`config.mk`:
```
export PLATFORM = sky130hd
export DESIGN_NAME = weighted_check_digit_verifier
export DESIGN_NICKNAME = d
export VERILOG_FILES = /design/src/design/wcdv_pkg.sv /design/src/design/weighted_check_digit_verifier.sv /design/src/design/wcdv_cfg.sv /design/src/design/wcdv_pass.sv
export SDC_FILE = /design/constraint.sdc
export NUM_CORES = 2
export LEC_CHECK = 0
export ABC_AREA = 1
export BUFFER_PORTS_ARGS = -buffer_cell sky130_fd_sc_hd__buf_2
export CORE_MARGIN = 4
export CORE_UTILIZATION = 67
export CTS_BUF_LIST = sky130_fd_sc_hd__clkbuf_2
export DETAILED_ROUTE_END_ITERATION = 10
export PLACE_DENSITY = 0.87
export SYNTH_ARGS = -nofsm -noshare
export SYNTH_HDL_FRONTEND = slang
export SYNTH_HIERARCHICAL = 1
export SYNTH_SLANG_ARGS = --single-unit
```
`constraint.sdc`:
```
create_clock -name clk_i -period 18.96 [get_ports clk_i]
set_input_delay 0.948 -clock clk_i [delete_from_list [all_inputs] [get_ports clk_i]]
set_output_delay 0.948 -clock clk_i [all_outputs]
set_load 0.02 [all_outputs]
```
`src/design/wcdv_pkg.sv`:
```
`timescale 1ns / 1ps
// ----------------------------------------------------------------------------
// Weighted check digit verifier package
// Shared sizes, register codes, configuration and control types, and the
// helper that splits a BCD word into digits.
// ----------------------------------------------------------------------------
package wcdv_pkg;

  localparam int unsigned DIGIT_COUNT = 10;
  localparam int unsigned DIGIT_W     = 4;
  localparam int unsigned WORD_W      = DIGIT_COUNT * DIGIT_W;
  localparam int unsigned IDX_W       = (DIGIT_COUNT > 1) ? $clog2(DIGIT_COUNT) : 1;
  localparam int unsigned POS_W       = 4;
  localparam int unsigned TERM_W      = 8;
  localparam int unsigned SUM_W       = $clog2(DIGIT_COUNT * 225 + 1);
  localparam int unsigned REG_IDX_W   = 3;

  typedef logic [DIGIT_W-1:0] digit_t;
  typedef digit_t [DIGIT_COUNT-1:0] digit_vec_t;

  typedef enum logic [REG_IDX_W-1:0] {
    REG_PRIMARY_WEIGHTS   = 3'd0,
    REG_ALTERNATE_WEIGHTS = 3'd1,
    REG_USE_MODULUS_11    = 3'd2,
    REG_PRIMARY_CROSS     = 3'd3,
    REG_ALTERNATE_CROSS   = 3'd4,
    REG_CHECK_POSITION    = 3'd5,
    REG_FALLBACK_MODE     = 3'd6,
    REG_SHIFT_COUNT       = 3'd7
  } wcdv_reg_e;

  typedef enum logic [1:0] {
    FB_NONE  = 2'd0,
    FB_ALT   = 2'd1,
    FB_SHIFT = 2'd2
  } wcdv_fb_e;

  localparam logic [POS_W-1:0] CHECK_POS_RESET = 4'd10;

  typedef struct packed {
    logic [WORD_W-1:0] pri_weights;
    logic [WORD_W-1:0] alt_weights;
    logic              mod11;
    logic              pri_cross;
    logic              alt_cross;
    logic [POS_W-1:0]  check_pos;
    logic [1:0]        fb_mode;
    logic [1:0]        shift_cnt;
  } wcdv_cfg_t;

  localparam wcdv_cfg_t CFG_RESET = '{
    pri_weights: '0,
    alt_weights: '0,
    mod11:       1'b0,
    pri_cross:   1'b0,
    alt_cross:   1'b0,
    check_pos:   CHECK_POS_RESET,
    fb_mode:     2'd0,
    shift_cnt:   2'd0
  };

  typedef struct packed {
    logic s1;
    logic s2;
    logic s3;
  } wcdv_en_t;

  function automatic digit_vec_t unpack_digits(logic [WORD_W-1:0] word);
    digit_vec_t v;
    for (int i = 0; i < DIGIT_COUNT; i++) begin
      v[i] = word[DIGIT_W*(DIGIT_COUNT-1-i) +: DIGIT_W];
    end
    return v;
  endfunction

endpackage

```
`src/design/weighted_check_digit_verifier.sv`:
```
`timescale 1ns / 1ps
// ----------------------------------------------------------------------------
// Weighted check digit verifier
// Checks a BCD account number against a weighted mod 10 / mod 11 check
// digit, with an optional alternate-weight or shift-left retry.
// ----------------------------------------------------------------------------
// Accepts one account number per clock while no stall is held and returns one
// result per number through the term stage, sum stage, check digit stage and
// compare and output register. The primary and fallback passes run side by
// side in two copies of the pass pipeline, so the fallback adds no stage.
// Stalls propagate backward combinationally and only hold stages that carry
// a valid item. Configuration registers take effect on items in flight, so
// write them only while the block is empty.
// ----------------------------------------------------------------------------
module weighted_check_digit_verifier import wcdv_pkg::*; (
  input  logic                 clk_i,
  input  logic                 rst_ni,
  input  logic                 valid_i,
  output logic                 stall_o,
  input  logic [WORD_W-1:0]    account_bcd_i,
  output logic                 valid_o,
  input  logic                 stall_i,
  output logic                 number_valid_o,
  output logic [DIGIT_W-1:0]   computed_digit_o,
  output logic                 fallback_matched_o,
  input  logic                 cfg_valid_i,
  output logic                 cfg_ready_o,
  input  logic [REG_IDX_W-1:0] cfg_index_i,
  input  logic [WORD_W-1:0]    cfg_data_i
);

  typedef struct packed {
    digit_t pri_ref;
    digit_t fb_ref;
    logic   fb_en;
  } side_t;

  wcdv_cfg_t         cfg;
  wcdv_en_t          en;
  logic              en_s1, en_s2, en_s3;
  logic              en_out;
  logic              v1_q, v2_q, v3_q, vo_q;
  side_t             side1_q, side2_q, side3_q, side_d;
  digit_vec_t        digits, fb_digits;
  logic [WORD_W-1:0] shifted_word;
  logic [WORD_W-1:0] fb_weights;
  logic              fb_cross;
  logic [POS_W:0]    pos;
  logic [IDX_W-1:0]  ci;
  logic [POS_W:0]    ci_full;
  digit_t            pri_check, fb_check;
  logic              ok, fb_ok;
  logic              number_valid_q, fallback_matched_q;
  digit_t            computed_digit_q;

  wcdv_cfg u_cfg (
    .clk_i       (clk_i),
    .rst_ni      (rst_ni),
    .cfg_valid_i (cfg_valid_i),
    .cfg_ready_o (cfg_ready_o),
    .cfg_index_i (cfg_index_i),
    .cfg_data_i  (cfg_data_i),
    .cfg_o       (cfg)
  );

  assign en_out  = !vo_q || !stall_i;
  assign en_s3   = !v3_q || en_out;
  assign en_s2   = !v2_q || en_s3;
  assign en_s1   = !v1_q || en_s2;
  assign en      = '{s1: en_s1, s2: en_s2, s3: en_s3};
  assign stall_o = !en_s1;

  assign digits       = unpack_digits(account_bcd_i);
  assign shifted_word = account_bcd_i << {cfg.shift_cnt, 2'b00};

  always_comb begin
    pos = {1'b0, cfg.check_pos};
    if (pos == '0) begin
      ci_full = '0;
    end else if (pos > (POS_W+1)'(DIGIT_COUNT)) begin
      ci_full = (POS_W+1)'(DIGIT_COUNT - 1);
    end else begin
      ci_full = pos - 1'b1;
    end
    ci = ci_full[IDX_W-1:0];
  end

  always_comb begin
    if (cfg.fb_mode == FB_SHIFT) begin
      fb_digits  = unpack_digits(shifted_word);
      fb_weights = cfg.pri_weights;
      fb_cross   = cfg.pri_cross;
    end else begin
      fb_digits  = digits;
      fb_weights = cfg.alt_weights;
      fb_cross   = cfg.alt_cross;
    end
    side_d.pri_ref = digits[ci];
    side_d.fb_ref  = fb_digits[ci];
    side_d.fb_en   = (cfg.fb_mode == FB_ALT) || (cfg.fb_mode == FB_SHIFT);
  end

  wcdv_pass u_pri_pass (
    .clk_i     (clk_i),
    .en_i      (en),
    .digits_i  (digits),
    .weights_i (cfg.pri_weights),
    .cross_i   (cfg.pri_cross),
    .mod11_i   (cfg.mod11),
    .check_o   (pri_check)
  );

  wcdv_pass u_fb_pass (
    .clk_i     (clk_i),
    .en_i      (en),
    .digits_i  (fb_digits),
    .weights_i (fb_weights),
    .cross_i   (fb_cross),
    .mod11_i   (cfg.mod11),
    .check_o   (fb_check)
  );

  assign ok    = (side3_q.pri_ref == pri_check);
  assign fb_ok = side3_q.fb_en && !ok && (side3_q.fb_ref == fb_check);

  always_ff @(posedge clk_i or negedge rst_ni) begin
    if (!rst_ni) begin
      v1_q <= 1'b0;
      v2_q <= 1'b0;
      v3_q <= 1'b0;
      vo_q <= 1'b0;
    end else begin
      if (en_s1) begin
        v1_q <= valid_i;
      end
      if (en_s2) begin
        v2_q <= v1_q;
      end
      if (en_s3) begin
        v3_q <= v2_q;
      end
      if (en_out) begin
        vo_q <= v3_q;
      end
    end
  end

  always_ff @(posedge clk_i) begin
    if (en_s1) begin
      side1_q <= side_d;
    end
    if (en_s2) begin
      side2_q <= side1_q;
    end
    if (en_s3) begin
      side3_q <= side2_q;
    end
    if (en_out) begin
      number_valid_q     <= ok || fb_ok;
      computed_digit_q   <= pri_check;
      fallback_matched_q <= fb_ok;
    end
  end

  assign valid_o            = vo_q;
  assign number_valid_o     = number_valid_q;
  assign computed_digit_o   = computed_digit_q;
  assign fallback_matched_o = fallback_matched_q;

endmodule

```
`src/design/wcdv_cfg.sv`:
```
`timescale 1ns / 1ps
// ----------------------------------------------------------------------------
// Configuration register file
// Holds the weight sets, modulus, crossfoot, check position and fallback
// settings; written one register per transfer.
// ----------------------------------------------------------------------------
module wcdv_cfg import wcdv_pkg::*; (
  input  logic                 clk_i,
  input  logic                 rst_ni,
  input  logic                 cfg_valid_i,
  output logic                 cfg_ready_o,
  input  logic [REG_IDX_W-1:0] cfg_index_i,
  input  logic [WORD_W-1:0]    cfg_data_i,
  output wcdv_cfg_t            cfg_o
);

  wcdv_cfg_t cfg_q, cfg_d;

  assign cfg_ready_o = 1'b1;

  always_comb begin
    cfg_d = cfg_q;
    if (cfg_valid_i) begin
      unique case (wcdv_reg_e'(cfg_index_i))
        REG_PRIMARY_WEIGHTS:   cfg_d.pri_weights = cfg_data_i;
        REG_ALTERNATE_WEIGHTS: cfg_d.alt_weights = cfg_data_i;
        REG_USE_MODULUS_11:    cfg_d.mod11       = cfg_data_i[0];
        REG_PRIMARY_CROSS:     cfg_d.pri_cross   = cfg_data_i[0];
        REG_ALTERNATE_CROSS:   cfg_d.alt_cross   = cfg_data_i[0];
        REG_CHECK_POSITION:    cfg_d.check_pos   = cfg_data_i[POS_W-1:0];
        REG_FALLBACK_MODE:     cfg_d.fb_mode     = cfg_data_i[1:0];
        REG_SHIFT_COUNT:       cfg_d.shift_cnt   = cfg_data_i[1:0];
      endcase
    end
  end

  always_ff @(posedge clk_i or negedge rst_ni) begin
    if (!rst_ni) begin
      cfg_q <= CFG_RESET;
    end else begin
      cfg_q <= cfg_d;
    end
  end

  assign cfg_o = cfg_q;

endmodule

```
`src/design/wcdv_pass.sv`:
```
`timescale 1ns / 1ps
// ----------------------------------------------------------------------------
// Check digit pass
// Three register stages: weighted (optionally crossfooted) terms, their sum,
// and the check digit from the sum modulo 10 or 11.
// ----------------------------------------------------------------------------
module wcdv_pass import wcdv_pkg::*; (
  input  logic              clk_i,
  input  wcdv_en_t          en_i,
  input  digit_vec_t        digits_i,
  input  logic [WORD_W-1:0] weights_i,
  input  logic              cross_i,
  input  logic              mod11_i,
  output digit_t            check_o
);

  localparam int unsigned PROD_W = SUM_W + 13;
  localparam int unsigned QUOT_W = SUM_W - 3;

  function automatic logic [TERM_W-1:0] term_f(digit_t d, digit_t w, logic xfoot);
    logic [7:0]  p;
    logic [15:0] scaled;
    logic [4:0]  q;
    logic [7:0]  r;
    p      = {4'b0, d} * {4'b0, w};
    scaled = {8'b0, p} * 16'd205;
    q      = scaled[15:11];
    r      = p - ({3'b0, q} * 8'd10);
    return xfoot ? ({3'b0, q} + r) : p;
  endfunction

  function automatic digit_t digit_f(logic [SUM_W-1:0] sum, logic mod11);
    logic [PROD_W-1:0] prod;
    logic [QUOT_W-1:0] q;
    logic [SUM_W-1:0]  qm;
    logic [SUM_W-1:0]  rem;
    logic [4:0]        r;
    logic [3:0]        m;
    m    = mod11 ? 4'd11 : 4'd10;
    prod = PROD_W'(sum) * PROD_W'(mod11 ? 13'd5957 : 13'd6553);
    q    = prod[PROD_W-1:16];
    qm   = SUM_W'(q) * SUM_W'(m);
    rem  = sum - qm;
    r    = rem[4:0];
    if (r >= {1'b0, m}) begin
      r = r - {1'b0, m};
    end
    if (r == 5'd0) begin
      return 4'd0;
    end else if (mod11 && r == 5'd1) begin
      return 4'd0;
    end else begin
      return m - r[3:0];
    end
  endfunction

  digit_vec_t        weights;
  logic [TERM_W-1:0] term_q [DIGIT_COUNT];
  logic [TERM_W-1:0] term_d [DIGIT_COUNT];
  logic [SUM_W-1:0]  sum_q, sum_d;
  digit_t            check_q, check_d;

  assign weights = unpack_digits(weights_i);

  always_comb begin
    for (int i = 0; i < DIGIT_COUNT; i++) begin
      term_d[i] = term_f(digits_i[i], weights[i], cross_i);
    end
  end

  always_comb begin
    sum_d = '0;
    for (int i = 0; i < DIGIT_COUNT; i++) begin
      sum_d = sum_d + SUM_W'(term_q[i]);
    end
  end

  assign check_d = digit_f(sum_q, mod11_i);

  always_ff @(posedge clk_i) begin
    if (en_i.s1) begin
      term_q <= term_d;
    end
    if (en_i.s2) begin
      sum_q <= sum_d;
    end
    if (en_i.s3) begin
      check_q <= check_d;
    end
  end

  assign check_o = check_q;

endmodule

```
==> results.md <==
- Tightest Pin Transition: between 1000 and 1500 ps
- Pin count of the biggest net entering global routing: slightly below 90
- Min Hold Slack: 101.8 ps
- 1st-pass router iterations: 6
- Gpl congestion: a little under 1
- Synth Warn #: 6
- Cts bufs inserted: 86
- Core Region: between 0.09 and 0.1 mm^2
- Die Wd: roughly 320 um
- Most frequent CP cell: inv_1
- TNS Setup: 0 ps
- Initial antenna violation count: 34
- CTS tree: built
- Antenna Violating Nets Remaining: 0
- Critical path arrival: between 10000 and 15000 ps
- Status: complete, no violations
- Slowest cell on crit path: fa_1
- Ys flop type: edfxtp_1
- Final period util: 0.5818
- Port Buf Inserts: 95
- Die area: 0.1045 mm^2
- RSZ-0062 raised after global routing: false
- Number of remaining DRC errors: 0
- H-tree depth: 3
- Root Buffer: clkbuf_2
- Clock latency on the worst-skew pair: around 1200 ps
- Post-CTS setup buffer count: 0
- First-pass GRT wire length: around 270000 um
- Setup crit end kind: flip-flop
- Yosys reg bits: 320
- Final slew viol count: 0
- Worst EP required: approximately 20000 ps
- Ys async rst share: 0.2969
- Setup Skew: approximately 170 ps
- Mean Syn Cell Area: roughly 8.3 um^2
- Slowest stage delay, CP: 560 ps
- Family with the most delay on the worst path: adder cells
- Min Tclk post-route: between 10000 and 15000 ps
- Hold_buf cts: 34
- Most frequent cells in the layout: inv_1, nand2_1, ha_1
- Proportion of layout cells with a drive suffix above 1: 0.04436
- Post-synthesis cell area: 0.06658 mm^2
- Hold Vio Cnt, Final: 0
- Crit Path Class: flip-flop to flip-flop
- Post-CTS sizing: 0
- Global route overflow: 0
- Vias in the first global route: around 56000
- Final setup fails: 0
- Commonest non-fill, non-tap cell in the layout: inv_1
- Max cap viols: 0
- Worst setup SP type: flip-flop
- Initial DRC count: approximately 4200
- Clock Sinks: 320
- Total Routing Usage GR: 0.3239
- Max transition margin: 0.2857
- Hold/Removal Path Class: primary input to flip-flop
- Post-synthesis cell count: 8064
- Yosys cell types: 56
- EDFF count, synth: ~230
- Post-DR wirelength/cell: between 15 and 20 um
- Die Y: between 300 and 400 um
- DRT Wirelength: about 170000 um
- Post-detail-place hpwl: approximately 140000 um
- Area grow syn2layout: 4.569%
- Initial core utilization: 0.6764
- Clock transition at the registers of the reported paths: around 100 ps
- CP Buf/Inv Count: 12
- Top-Level Pins: 97
- Worst-path fanout max: 50
- Clk buf depth: 3
- # rows: 115
- # nets final: 10510
- Max Fclk: between 0.09 and 0.1 GHz
- Routed vias: 54110
- DR vias/cell: roughly 5.6
- Sequential-to-total area share from yosys stat: 0.1372
[logic make-up after synthesis]
family	after synthesis	synth area share
XOR/XNOR	343	0.04533
buffers and inverters	2025	0.1162
other	5	0.0002819
AO/OA/AOI/OAI	726	0.06044
adder cells (fa/ha/maj)	2216	0.4911
AND/OR/NAND/NOR	2429	0.1494
flip-flops	320	0.1372
[cell usage after synthesis, drive strengths merged (19+ instances only)]
| master | number | area, um^2 |
|---|---|---|
| or2 | 33 | 206.5 |
| o21bai | 27 | 202.7 |
| ha | 1554 | 19440 |
| xor2 | 230 | 2014 |
| nand4 | 35 | 219.0 |
| inv | 1910 | 7174 |
| o211ai | 19 | 147.6 |
| o21ai | 247 | 1247 |
| o22ai | 33 | 206.5 |
| fa | 662 | 13250 |
| clkbuf | 51 | 191.4 |
| nor2 | 286 | 1109 |
| a21oi | 320 | 1624 |
| xnor2 | 112 | 980.9 |
| a21o | 27 | 202.7 |
| nand3 | 290 | 1516 |
| a31oi | 23 | 143.9 |
| nand2 | 1765 | 6748 |
| dfrtp | 93 | 2327 |
| buf | 63 | 367.8 |
| edfxtp | 225 | 6756 |
[per-layer routing]
layer  wire [um]  track usage
met1       65560       0.4068
met2       77800       0.5444
met3       15680      0.07395
met4        7085       0.1281
met5         146            0
[tightest hold or removal path, stage by stage]
cell and delay, ps:
buf_2 100, nand3_1 70, nand2_1 60
[stage by stage]
stage / std cells / setup slack [ps] / instance area, um^2 / util
after detailed placement: 9372 / 8138 / 68360 / 0.6945
final: 9583 / 7929 / 69620 / 0.7073
after global routing: 9571 / 7338 / 69590 / 0.7070
after CTS: 9561 / 8101 / 69560 / 0.7068
after floorplan: 8084 / 9628 / 66650 / -
after global placement: 9372 / 8429 / 68360 / 0.6945
[flip-flops by register name, summed over array words and instances, names as in the netlist, 9 cells and up]
name,flops
side1_q,9
side2_q,9
side3_q,9
u_pri_pass/term_q,80
u_fb_pass/sum_q,12
u_fb_pass/term_q,80
u_pri_pass/sum_q,12
u_cfg/cfg_o,91
[cell type report]
cell class	count	area (um^2)
inverter	1911	7183
antenna	22	55.05
tap	1287	1610
multi-input combinational	5739	49800
sequential	320	9139
clock inverter	43	304.0
timing repair buffer	149	968.4
fill	7321	28800
clock buffer	112	560.5
[final timing paths]
kind / cells past startpoint / slack [ps] / to / from
hold reg to reg: 0 / 400 / side3_q[7]$_DFFE_PP_ / side2_q[7]$_DFFE_PP_
setup reg to reg: 50 / 7930 / u_fb_pass/term_q[79]$_DFFE_PP_ / u_cfg/cfg_o[2]$_DFFE_PN0P_
max in group asynchronous: 3 / 17350 / u_cfg/cfg_o[64]$_DFFE_PN0P_ / rst_ni
min in group asynchronous: 2 / 310 / u_cfg/cfg_o[86]$_DFFE_PN0P_ / rst_ni
hold / removal: 3 / 100 / u_cfg/cfg_o[80]$_DFFE_PN0P_ / cfg_data_i[29]
setup / recovery: 50 / 7930 / u_fb_pass/term_q[79]$_DFFE_PP_ / u_cfg/cfg_o[2]$_DFFE_PN0P_
Power is not shown: default switching activity piles up to over one toggle a cycle in this logic, so the estimate is an artifact.
